===== src/rtl/b64d_pkg.sv =====
// ----------------------------------------------------------------------------
// b64d_pkg
// Shared types, constants and the alphabet lookup for the strict base64 decoder.
// ----------------------------------------------------------------------------
package b64d_pkg;

    localparam int unsigned CountWidth = 17;

    // position of a character inside its four-character group
    localparam logic [1:0] GRP_POS0 = 2'd0;
    localparam logic [1:0] GRP_POS1 = 2'd1;
    localparam logic [1:0] GRP_POS2 = 2'd2;
    localparam logic [1:0] GRP_POS3 = 2'd3;

    localparam logic [7:0] PAD_CHAR = 8'h3D;

    localparam logic [CountWidth-1:0] LIMIT_RESET = 17'd65536;

    // per-message decoder state
    typedef struct packed {
        logic [1:0]            grp_pos;
        logic [5:0]            prev_sextet;
        logic                  pad_pending;
        logic                  error_seen;
        logic [CountWidth-1:0] decoded_count;
    } dec_state_t;

    // one result item
    typedef struct packed {
        logic       valid;
        logic [7:0] data_byte;
        logic       byte_valid;
        logic       end_of_message;
        logic       decode_error;
    } dec_result_t;

    // alphabet lookup: bit 6 set marks a character outside the alphabet
    function automatic logic [6:0] sextet_of(input logic [7:0] c);
        logic [6:0] r;
        r = 7'h40;
        if (c >= 8'h41 && c <= 8'h5A)
        begin
            r = {1'b0, 6'(c - 8'h41)};
        end
        else if (c >= 8'h61 && c <= 8'h7A)
        begin
            r = {1'b0, 6'(c - 8'h61 + 8'd26)};
        end
        else if (c >= 8'h30 && c <= 8'h39)
        begin
            r = {1'b0, 6'(c - 8'h30 + 8'd52)};
        end
        else if (c == 8'h2B)
        begin
            r = {1'b0, 6'd62};
        end
        else if (c == 8'h2F)
        begin
            r = {1'b0, 6'd63};
        end
        return r;
    endfunction

endpackage


===== src/rtl/strict_base64_decoder_top.sv =====
// ----------------------------------------------------------------------------
// strict_base64_decoder_top
// Strict base64 text decoder, one character per request, one byte per result.
// ----------------------------------------------------------------------------
// The block takes one character per clock: the character is decoded against the
// group state and its result is captured in a single output register when it is
// accepted, showing on the output in the cycle after. A new character is taken
// every cycle while the output register is empty or being drained, so sustained
// rate is one character per clock; it drops only while the downstream side stalls.
// Bytes are emitted as soon as complete; the last character's result carries end,
// and error if the message failed; bytes of an errored message must be dropped.
module strict_base64_decoder_top
(
    input  logic        clk,
    input  logic        rst_n,

    // limit on decoded bytes per message
    input  logic        cfg_we,
    input  logic [16:0] cfg_wdata,

    input  logic        s_axis_tvalid,
    output logic        s_axis_tready,
    input  logic [7:0]  s_axis_tdata,   // [7:0] char_code
    input  logic        s_axis_tlast,   // last_char

    output logic        m_axis_tvalid,
    input  logic        m_axis_tready,
    output logic [7:0]  m_axis_tdata,   // [7:0] data_byte
    output logic [1:0]  m_axis_tuser,   // [0] byte_valid, [1] decode_error
    output logic        m_axis_tlast    // end_of_message
);

    logic [b64d_pkg::CountWidth-1:0] limit_reg;
    b64d_pkg::dec_state_t            state_reg;
    b64d_pkg::dec_state_t            state_next;
    b64d_pkg::dec_result_t           result;
    logic                            out_valid_reg;
    logic [7:0]                      out_data_reg;
    logic [1:0]                      out_user_reg;
    logic                            out_last_reg;
    logic                            in_accept;

    assign s_axis_tready = !out_valid_reg || m_axis_tready;
    assign in_accept     = s_axis_tvalid && s_axis_tready;

    // limit register
    always_ff @(posedge clk or negedge rst_n)
    begin
        if (!rst_n)
            limit_reg <= b64d_pkg::LIMIT_RESET;
        else if (cfg_we)
            limit_reg <= cfg_wdata;
    end

    // character decode
    b64d_step u_step
    (
        .state      (state_reg),
        .char_code  (s_axis_tdata),
        .last_char  (s_axis_tlast),
        .max_bytes  (limit_reg),
        .state_next (state_next),
        .result     (result)
    );

    // group state
    always_ff @(posedge clk or negedge rst_n)
    begin
        if (!rst_n)
            state_reg <= '0;
        else if (in_accept)
            state_reg <= state_next;
    end

    // output register valid
    always_ff @(posedge clk or negedge rst_n)
    begin
        if (!rst_n)
            out_valid_reg <= 1'b0;
        else if (in_accept)
            out_valid_reg <= result.valid;
        else if (m_axis_tready)
            out_valid_reg <= 1'b0;
    end

    // output register payload
    always_ff @(posedge clk)
    begin
        if (in_accept)
        begin
            out_data_reg <= result.data_byte;
            out_user_reg <= {result.decode_error, result.byte_valid};
            out_last_reg <= result.end_of_message;
        end
    end

    assign m_axis_tvalid = out_valid_reg;
    assign m_axis_tdata  = out_data_reg;
    assign m_axis_tuser  = out_user_reg;
    assign m_axis_tlast  = out_last_reg;

    // a shown result is either a byte or the end of a message
    a_result_kind: assert property (@(posedge clk) disable iff (!rst_n)
        out_valid_reg |-> (out_user_reg[0] || out_last_reg))
        else $error("result with neither byte nor end");

    // error is only reported at the end of a message
    a_err_on_end: assert property (@(posedge clk) disable iff (!rst_n)
        (out_valid_reg && out_user_reg[1]) |-> out_last_reg)
        else $error("error flag without end");

    // the final character restarts the message state
    a_restart: assert property (@(posedge clk) disable iff (!rst_n)
        (in_accept && s_axis_tlast) |=>
            (state_reg.grp_pos == b64d_pkg::GRP_POS0 && !state_reg.error_seen
             && state_reg.decoded_count == '0))
        else $error("state not cleared after final character");

    // no byte after an error in the same message
    a_no_byte_after_err: assert property (@(posedge clk) disable iff (!rst_n)
        (in_accept && state_reg.error_seen) |=> !out_user_reg[0])
        else $error("byte emitted after error");

endmodule


===== src/rtl/b64d_step.sv =====
// ----------------------------------------------------------------------------
// b64d_step
// Next-state and result logic for one character of the strict decoder.
// ----------------------------------------------------------------------------
module b64d_step
(
    input  b64d_pkg::dec_state_t              state,
    input  logic [7:0]                        char_code,
    input  logic                              last_char,
    input  logic [b64d_pkg::CountWidth-1:0]   max_bytes,
    output b64d_pkg::dec_state_t              state_next,
    output b64d_pkg::dec_result_t             result
);

    logic [6:0]                       lut;
    logic [5:0]                       v;
    logic                             bad;
    logic                             is_pad;
    logic                             err;
    logic                             have_byte;
    logic [7:0]                       byte_val;
    logic [b64d_pkg::CountWidth:0]    cnt_plus;
    logic                             over_limit;

    assign lut        = b64d_pkg::sextet_of(char_code);
    assign v          = lut[5:0];
    assign bad        = lut[6];
    assign is_pad     = (char_code == b64d_pkg::PAD_CHAR);
    assign cnt_plus   = {1'b0, state.decoded_count} + {{b64d_pkg::CountWidth{1'b0}}, 1'b1};
    assign over_limit = cnt_plus > {1'b0, max_bytes};

    // decode and check one character
    always_comb
    begin
        logic [5:0] p;
        p          = state.prev_sextet;
        state_next = state;
        err        = state.error_seen;
        have_byte  = 1'b0;
        byte_val   = 8'd0;

        if (!state.error_seen)
        begin
            unique case (state.grp_pos)
                b64d_pkg::GRP_POS0:
                begin
                    if (bad)
                        err = 1'b1;
                    else
                        state_next.prev_sextet = v;
                end
                b64d_pkg::GRP_POS1:
                begin
                    if (bad)
                        err = 1'b1;
                    else
                    begin
                        byte_val               = {p, v[5:4]};
                        have_byte              = 1'b1;
                        state_next.prev_sextet = v;
                    end
                end
                b64d_pkg::GRP_POS2:
                begin
                    if (is_pad)
                    begin
                        if (p[3:0] != 4'd0)
                            err = 1'b1;
                        else
                            state_next.pad_pending = 1'b1;
                    end
                    else if (bad)
                        err = 1'b1;
                    else
                    begin
                        byte_val               = {p[3:0], v[5:2]};
                        have_byte              = 1'b1;
                        state_next.prev_sextet = v;
                    end
                end
                default:
                begin
                    if (state.pad_pending)
                    begin
                        if (!is_pad || !last_char)
                            err = 1'b1;
                    end
                    else if (is_pad)
                    begin
                        if (p[1:0] != 2'd0 || !last_char)
                            err = 1'b1;
                    end
                    else if (bad)
                        err = 1'b1;
                    else
                    begin
                        byte_val  = {p[1:0], v};
                        have_byte = 1'b1;
                    end
                end
            endcase

            // a final character must close a group
            if (last_char && state.grp_pos != b64d_pkg::GRP_POS3)
                err = 1'b1;

            // output length limit
            if (!err && have_byte)
            begin
                if (over_limit)
                    err = 1'b1;
                else
                    state_next.decoded_count = cnt_plus[b64d_pkg::CountWidth-1:0];
            end

            if (err)
                have_byte = 1'b0;
            state_next.grp_pos    = state.grp_pos + 2'd1;
            state_next.error_seen = err;
        end

        // message restart after the final character
        if (last_char)
            state_next = '0;

        result.valid          = have_byte || last_char;
        result.data_byte      = have_byte ? byte_val : 8'd0;
        result.byte_valid     = have_byte;
        result.end_of_message = last_char;
        result.decode_error   = last_char && err;
    end

endmodule

===== config.mk =====
export PLATFORM = sky130hd
export DESIGN_NAME = strict_base64_decoder_top
export DESIGN_NICKNAME = d
export VERILOG_FILES = /design/src/rtl/b64d_pkg.sv /design/src/rtl/strict_base64_decoder_top.sv /design/src/rtl/b64d_step.sv
export SDC_FILE = /design/constraint.sdc
export NUM_CORES = 1
export LEC_CHECK = 0
export BUFFER_PORTS_ARGS = -buffer_cell sky130_fd_sc_hd__buf_4
export CAP_MARGIN = 20
export CORE_UTILIZATION = 40
export DETAILED_ROUTE_END_ITERATION = 8
export PLACE_DENSITY = 0.59
export SLEW_MARGIN = 30
export SYNTH_ARGS = -nofsm -noshare
export SYNTH_HDL_FRONTEND = slang
export SYNTH_HIERARCHICAL = 1
export SYNTH_SLANG_ARGS = --single-unit

===== constraint.sdc =====
create_clock -name clk -period 5.4 [get_ports clk]
set_input_delay 1.08 -clock clk [delete_from_list [all_inputs] [get_ports clk]]
set_output_delay 1.08 -clock clk [all_outputs]
set_load 0.05 [all_outputs]

# ---- After elaboration in Yosys (flattened, before gate mapping)
# Cells that the tools add are included.
dict set report op_classes {
  order_cmp 7
  n_eq_ne 10
  addsub 7
  reduce_logical 29
  bitwise_logic 1
  muxes 45
}
# operator count
set op_table {}
lappend op_table {{$mux W27} 2}
lappend op_table {{$mux W8} 6}
lappend op_table {{$mux W7} 5}
lappend op_table {{$mux W17} 2}
lappend op_table {{$eq A8 B6 Y1 const B} 3}
lappend op_table {{$mux W1} 24}
lappend op_table {{$pmux W8 S3} 1}
lappend op_table {{$add A17 B1 Y18 const B} 1}
lappend op_table {{$gt A18 B17 Y1} 1}
lappend op_table {{$ge A8 B7 Y1 const B} 2}
lappend op_table {{$le A8 B7 Y1 const B} 2}
lappend op_table {{$mux W6} 2}
lappend op_table {{$pmux W6 S2} 1}
lappend op_table {{$sub A6 B6 Y6 const B} 2}
lappend op_table {{$reduce_bool A2 Y1} 5}
lappend op_table {{$ge A8 B6 Y1 const B} 1}
lappend op_table {{$le A8 B6 Y1 const B} 1}
lappend op_table {{$ne A2 B2 Y1 const B} 4}
lappend op_table {{$reduce_and A4 Y1} 2}
lappend op_table {{$logic_and A1 B1 Y1} 7}
lappend op_table {{$add A6 B5 Y6 const B} 1}
lappend op_table {{$add A6 B6 Y6 const B} 1}
lappend op_table {{$sub A6 B1 Y6 const B} 1}
lappend op_table {{$reduce_and A5 Y1} 1}
lappend op_table {{other kinds (14)} 21}
dict set report totals {
  in_bits 31
  word_cells 109
  regBits 56
}

# ---- Longest topological paths before layout
# Gate-level depths: netlist of run 1.
dict set report logic_depth {
  depth_word 20
  mapped_depth 17
}

# ---- Modules after synthesis
# The synthesis of run 1 kept the hierarchy.
# module seq_area_each_um2 area_each_um2 cells_per_inst n_inst
set by_module_without_submodules {}
lappend by_module_without_submodules {b64d_step 0.0 2356.0 347 1}
lappend by_module_without_submodules {strict_base64_decoder_top 1457.6 2093.3 109 1}

# ---- Least setup slack after synthesis of run 1
# Ideal clock, no wire load.
dict set report synth_path {
  path_type {register to register}
  from {reg state_reg[2] (netlist name)}
  to {reg state_reg[11] (netlist name)}
  slack_ns 1.536
  t_arrival_ns 3.739
  synth_period_minus_slack_ns 3.864
  path_stages_with_launch 17
  setup_ns 0.125
  path_cell_list {dfrtp_1 > and3_1 > nand4_1 > nor2b_1 > and3_1 > clkbuf_1 > xor2_1 > ha_1 > nand4_1 > nor2_1 > nor4b_1 > a211oi_1 > a2111o_1 > buf_2 > nor3_1 > mux2_1 > mux2_4}
}
# item line
set synth_rtl {}
lappend synth_rtl {{from (decl)} strict_base64_decoder_top.sv:34} ;# b64d_pkg::dec_state_t state_reg;
lappend synth_rtl {{from (signal assigned)} strict_base64_decoder_top.sv:72} ;# state_reg <= state_next;

==> results.yml, run 1 <==
synthesis:
  async_flop_share: 0.804
  avgSynthCellArea_sq_um: 9.76
  synth_adder_area_share: 0.0872
  ys_seq_elements: 56
  synth-simple-area-share: 0.182
  synth_mux_area_frac: 0.140
  synth.area.top_cells: "dfrtp_1, ha_1, edfxtp_1"
  synth-xor-area-share: 0.0374
  synth_edf_count: 11
  ys_warn_count: 6
  ys_seq_area_frac: 0.328
  synth_flop_cell: "dfrtp_1"
  yosys.area.top_type: "dfrtp_1"
  netlist_area_sq_mm: 0.00445
  synth_cell_types: 73
  synth_top_family_by_area: "simple AND/OR/NAND/NOR gates"
  synth_compound_area_frac: 0.170
  synth_cells: 456
  synth_top_area_frac: 0.247
  synth_fp_nets: 518
sta:
  rsz0062_at_grt: "no"
  holdWs_ns: 0.518
  setup_violations: 0
  fin_tns_setup_ns: 0
  max_freq_ghz: 0.217
  period_needed_ns: 4.62
  drv_slew: 0
  skew_ns: 0.00645
  fin_crit_sh: 0.855
  tightest_slew_ns: 0.779
  hold_viol_final: 0
  max_slew_margin: 0.477
power:
  power.density_mw_per_mm2: 229
  max-vdd-ir-drop_mv: 0.113
  power.leakage_nw: 2.14
setup_path:
  slowest_delay_ns: 0.68
  cpLargestDelayFamily: "simple AND/OR/NAND/NOR gates"
  worstPathArrival_ns: 4.83
  worst_path_max_delay_cell: "a2111o_1"
  crit_chain: "ha_1 -> nand3_1 -> nor2_1 -> nand4_1 -> inv_1 -> nand3_1 -> xnor2_1 -> ha_1 -> nand4_1 -> nor2_1 -> nor4b_1 -> a211oi_1 -> a2111o_1 -> nor3_1 -> mux2_1 -> mux2_4"
  worst_setup_path_end_kind: "register"
  crit_buf_inv: 1
  start_kind: "register"
  cp_max_fo: 20
  worstSetupPathType: "reg2reg"
  required_ns: 5.61
grt:
  grt_pass1_vias: 3360
  grt.total_usage: 0.181
  grt_max_degree: 46
  grt_pass1_wl_um: 16800
  antenna_found_initial: 0
  overflow: 0
routing:
  initialDrtViolationCount: 148
  ant_nets: 0
  detail_route.wl_per_cell_um: 16.1
  drc: 0
  vias: 3563
  totalWireLength_um: 10100
  first_pass_iters: 6
  viasPerCell: 5.69
place:
  portBuffers: 43
  placed_cells: 618
  placed_area_sq_mm: 0.00483
  place_hpwl_um: 7340
  routabilityCongestion: 0.833
worst_hold_path:
  hold_class: "reg2reg"
final_layout:
  antenna_cells: 0
  multi_input_area_sq_mm: 0.00274
  area_growth_pct: 10.5
  regArea_sq_mm: 0.00146
  nets: 547
  drive_gt1_frac: 0.226
  final_cells: 626
  fill_cells: 1040
  final_area_sq_mm: 0.00492
  largest_reg_flops: 27
clocking:
  cts_sinks: 56
  numCtsBuffers: 5
  path_clk_slew_ns: 0.10
  cts.htree.levels: 2
  post_cts_buffers: 0
  clock_path_buffers: 2
  cts-root-buf: "clkbuf_8"
  postCtsHoldBufs: 0
  cts_tree: "yes"
  clkLatencyLatePin_ns: 0.32
  cts_resized: 0
floorplan:
  row_count: 38
  fp.dieH_um: 107
  coreArea_sq_mm: 0.0108
  io_pins: 44
  die_x_um: 107
  initial_utilization: 0.410
  die-area_sq_mm: 0.0115
run:
  drv_cap: 0
run_status:
  status: "finished, final reports clean"
==> power by group <==
group	internal (mW)	switching (mW)
logic	0.152	0.237
clock network	0.0905	0.142
registers	0.467	0.0364
==> worst paths after layout <==
check | from | end | slack, ns | cells after the start
worst max-delay path | state_reg[0]$_DFFE_PN0P_ | state_reg[11]$_DFFE_PN0P_ | 0.78 | 16
worst min-delay path | limit_reg[8]$_DFFE_PN0P_ | limit_reg[8]$_DFFE_PN0P_ | 0.52 | 1
worst max register to register | state_reg[0]$_DFFE_PN0P_ | state_reg[11]$_DFFE_PN0P_ | 0.78 | 16
worst min register to register | limit_reg[8]$_DFFE_PN0P_ | limit_reg[8]$_DFFE_PN0P_ | 0.52 | 1
max in group asynchronous | rst_n | limit_reg[1]$_DFFE_PN0P_ | 4.21 | 1
min in group asynchronous | rst_n | state_reg[24]$_DFFE_PN0P_ | 0.75 | 1
==> cell usage after synthesis (6+ instances only) <==
library cell / count
nor3_1: 13
ha_1: 31
mux2_4: 19
buf_2: 7
nand2_1: 20
or4_1: 7
a21oi_1: 17
dfrtp_1: 44
and2_1: 11
nand3_1: 19
mux2_2: 25
clkbuf_1: 9
o31ai_1: 11
nor2_1: 30
nor2b_1: 10
edfxtp_1: 11
inv_1: 33
nand4_1: 6
o21ai_0: 9
xnor2_1: 14
==> cell families after synthesis <==
kind of cell             after synthesis
buffers and inverters                 56
AND/OR/NAND/NOR                      147
adder cells (fa/ha/maj)               31
XOR/XNOR                              19
AO/OA/AOI/OAI                         98
flip-flops                            56
multiplexers                          49
==> through the flow <==
stage               power, mW  worst slack (ns)  utilization
CTS                      1.14             0.802        0.454
detailed placement      0.895             0.817        0.446
global placement        0.891              1.00        0.446
floorplan               0.787              1.54            -
global route             1.20             0.333        0.454
finish                   1.12             0.782        0.454
==> area by class of cell <==
class,count,share of cell area
clock inverter,2,0.00229
clock buffer,6,0.0148
sequential,56,0.296
multi-input combinational,344,0.558
timing repair buffer,44,0.0672
inverter,34,0.0260
tap,140,0.0356
==> worst reg2reg max path: stages, from the launching register on <==
cell	delay, ns
dfrtp_1	0.45
ha_1	0.27
nand3_1	0.18
nor2_1	0.40
nand4_1	0.28
inv_1	0.11
nand3_1	0.13
xnor2_1	0.19
ha_1	0.25
nand4_1	0.11
nor2_1	0.08
nor4b_1	0.32
a211oi_1	0.15
a2111o_1	0.68
nor3_1	0.30
mux2_1	0.35
mux2_4	0.27
==> layer usage <==
metal	GRT usage	vias to the layer above	part of all wire
met4	0.0519	0	0.0081
li1	-	1751	-
met1	0.266	1705	0.50
met2	0.278	101	0.45
met3	0.0212	6	0.040
met5	0	-	0
==> cells in the final DEF (no fill, tap or decap), types with 3 or more instances in the layout <==
master and count:
mux2_2 25, clkbuf_8 5, edfxtp_1 11, nand2_1 20
dfrtp_1 44, nor2b_1 10, nor4_1 3, and2_1 11
a32oi_1 3, nand2b_1 3, a311oi_1 4, or3_1 5
a21oi_1 17, a211oi_1 4, nand4_1 6, buf_4 44
or4_1 7, xor2_1 5, inv_1 33, a32o_1 3
o21ai_0 9, xnor2_1 14, a221oi_1 5, nand3_1 19
nor3_1 13, and3_1 5, nor2_1 30, mux2_1 4
o2111ai_1 3, a31o_2 4, o21a_1 4, ha_1 31
mux2_4 19, a22o_1 4, a21boi_0 4, o31ai_1 11
(Power assumes the default switching activity.)
==> run 2, diff against run 1 <==
CAP_MARGIN = unset   (was 20)
CORE_MARGIN = 4   (was unset)
==> run 2 against run 1 <==
Total power down 0.69%. Non-clock buffer count down 1. Core utilization down 0.069 points. Critical path depth unchanged. Clock power about the same. Routed wire length up 0.67%. Worst hold slack worse by 0.0021 ns. Final cell count down 0.16%. Largest cell class unchanged. Critical endpoint is now state_reg[8]$_DFFE_PN0P_. Flip-flop and latch count unchanged.
==> results.yml, run 2 (same netlist as run 1, synthesis figures left out) <==
sta:
  fin_crit_sh: 0.847
  skew_ns: 0.0200
  worst_slack_ns: 0.827
  fin_tns_setup_ns: 0
  drv_slew: 0
  setup_violations: 0
  max_freq_ghz: 0.219
  max_slew_margin: 0.470
  tightest_slew_ns: 0.788
  period_needed_ns: 4.57
  rsz0062_at_grt: "no"
  hold_viol_final: 0
floorplan:
  io_pins: 44
  initial_utilization: 0.410
  die_x_um: 113
  row_count: 38
  fp.dieH_um: 113
  coreArea_sq_mm: 0.0108
  die-area_sq_mm: 0.0129
final_layout:
  layout_common_cells: "dfrtp_1, buf_4, inv_1"
  antenna_cells: 0
  largest_reg_flops: 27
  area_growth_pct: 10.3
  drive_gt1_frac: 0.225
  final_common_cell: "dfrtp_1"
  nets: 546
grt:
  grt.total_usage: 0.161
  antenna_found_initial: 0
  grt_pass1_vias: 3395
  overflow: 0
  grt_max_degree: 46
  grt_pass1_wl_um: 17100
routing:
  detail_route.wl_per_cell_um: 16.2
  initialDrtViolationCount: 191
  vias: 3567
  drc: 0
  totalWireLength_um: 10100
  viasPerCell: 5.71
  first_pass_iters: 5
  ant_nets: 0
worst_hold_path:
  hold_class: "reg2reg"
setup_path:
  worstSetupPathType: "reg2reg"
  r2r_slack_ns: 0.83
  worst_path_max_delay_cell: "a2111o_1"
  cpLargestDelayFamily: "simple AND/OR/NAND/NOR gates"
  slowest_delay_ns: 0.69
  worst_setup_path_end_kind: "register"
  cp_max_fo: 20
  crit_chain: "ha_1 -> nand3_1 -> nor2_1 -> nand4_1 -> inv_1 -> nand3_1 -> xnor2_1 -> ha_1 -> nand4_1 -> nor2_1 -> nor4b_1 -> a211oi_1 -> a2111o_1 -> nor3_1 -> mux2_1 -> mux2_4"
  required_ns: 5.60
  worstPathArrival_ns: 4.78
  start_kind: "register"
  crit_buf_inv: 1
place:
  place_hpwl_um: 7350
  routabilityCongestion: 0.912
  post-place-ws_ns: 0.808
  portBuffers: 43
clocking:
  cts_tree: "yes"
  path_clk_slew_ns: 0.10
  cts_sinks: 56
  postCtsHoldBufs: 0
  cts_resized: 0
  numCtsBuffers: 5
  cts.htree.levels: 2
  clock_path_buffers: 2
  clkLatencyLatePin_ns: 0.32
  cts-root-buf: "clkbuf_8"
  post_cts_buffers: 0
run:
  drv_cap: 0
power:
  power.leakage_nw: 2.14
  max-vdd-ir-drop_mv: 0.119
  power.density_mw_per_mm2: 227
run_status:
  status: "finished, final reports clean"
[run 2: cell count changes in the layout (fill, tap and decap cells not counted), sizes merged]
cell and change:
buf -1
[run 2: stage by stage]
stage,instance area (sq um),total power [mW],hold WS [ns],std cells,utilization
6_report,4910,1.12,0.515,625,0.453
5_1_grt,4910,1.19,0.546,625,0.453
4_1_cts,4910,1.13,0.523,625,0.453
3_5_place_dp,4830,0.890,0.498,617,0.445
3_3_place_gp,4830,0.885,0.493,617,0.445
2_1_floorplan,4450,0.787,0.477,456,-
[run 2: worst paths after layout]
path / startpoint / cells past startpoint / endpoint
max in group asynchronous: rst_n / 1 / limit_reg[13]$_DFFE_PN0P_
min in group asynchronous: rst_n / 1 / state_reg[22]$_DFFE_PN0P_
worst max register to register: state_reg[0]$_DFFE_PN0P_ / 16 / state_reg[8]$_DFFE_PN0P_
worst min-delay path: limit_reg[3]$_DFFE_PN0P_ / 1 / limit_reg[3]$_DFFE_PN0P_
worst max-delay path: state_reg[0]$_DFFE_PN0P_ / 16 / state_reg[8]$_DFFE_PN0P_
worst min register to register: limit_reg[3]$_DFFE_PN0P_ / 1 / limit_reg[3]$_DFFE_PN0P_
[run 2: layer usage]
metal,share of wire,track usage,wire [um]
met5,0,0,0
met4,0.0092,0.0409,93
met3,0.050,0.0249,511
met2,0.44,0.241,4420
met1,0.50,0.241,5120
[run 2: where the power goes]
part	internal (mW)	total [mW]	leakage (nW)	switching, mW
Clock	0.0906	0.233	0.0388	0.142
Combinational	0.149	0.381	1.41	0.232
Sequential	0.467	0.503	0.692	0.0366
Total	0.706	1.12	2.14	0.411
[run 2: area by class of cell]
type	instances	area, sq um
tap	140	175
sequential	56	1460
clock inverter	2	11.3
timing repair buffer	43	323
clock buffer	6	72.6
fill	1049	5930
multi-input combinational	344	2740
inverter	34	128
[run 2: worst register-to-register path, stage by stage (launching register included)]
cell      delay, ns
dfrtp_1        0.45
ha_1           0.26
nand3_1        0.17
nor2_1         0.36
nand4_1        0.31
inv_1          0.11
nand3_1        0.14
xnor2_1        0.21
ha_1           0.25
nand4_1        0.11
nor2_1         0.08
nor4b_1        0.31
a211oi_1       0.16
a2111o_1       0.69
nor3_1         0.26
mux2_1         0.35
mux2_4         0.27
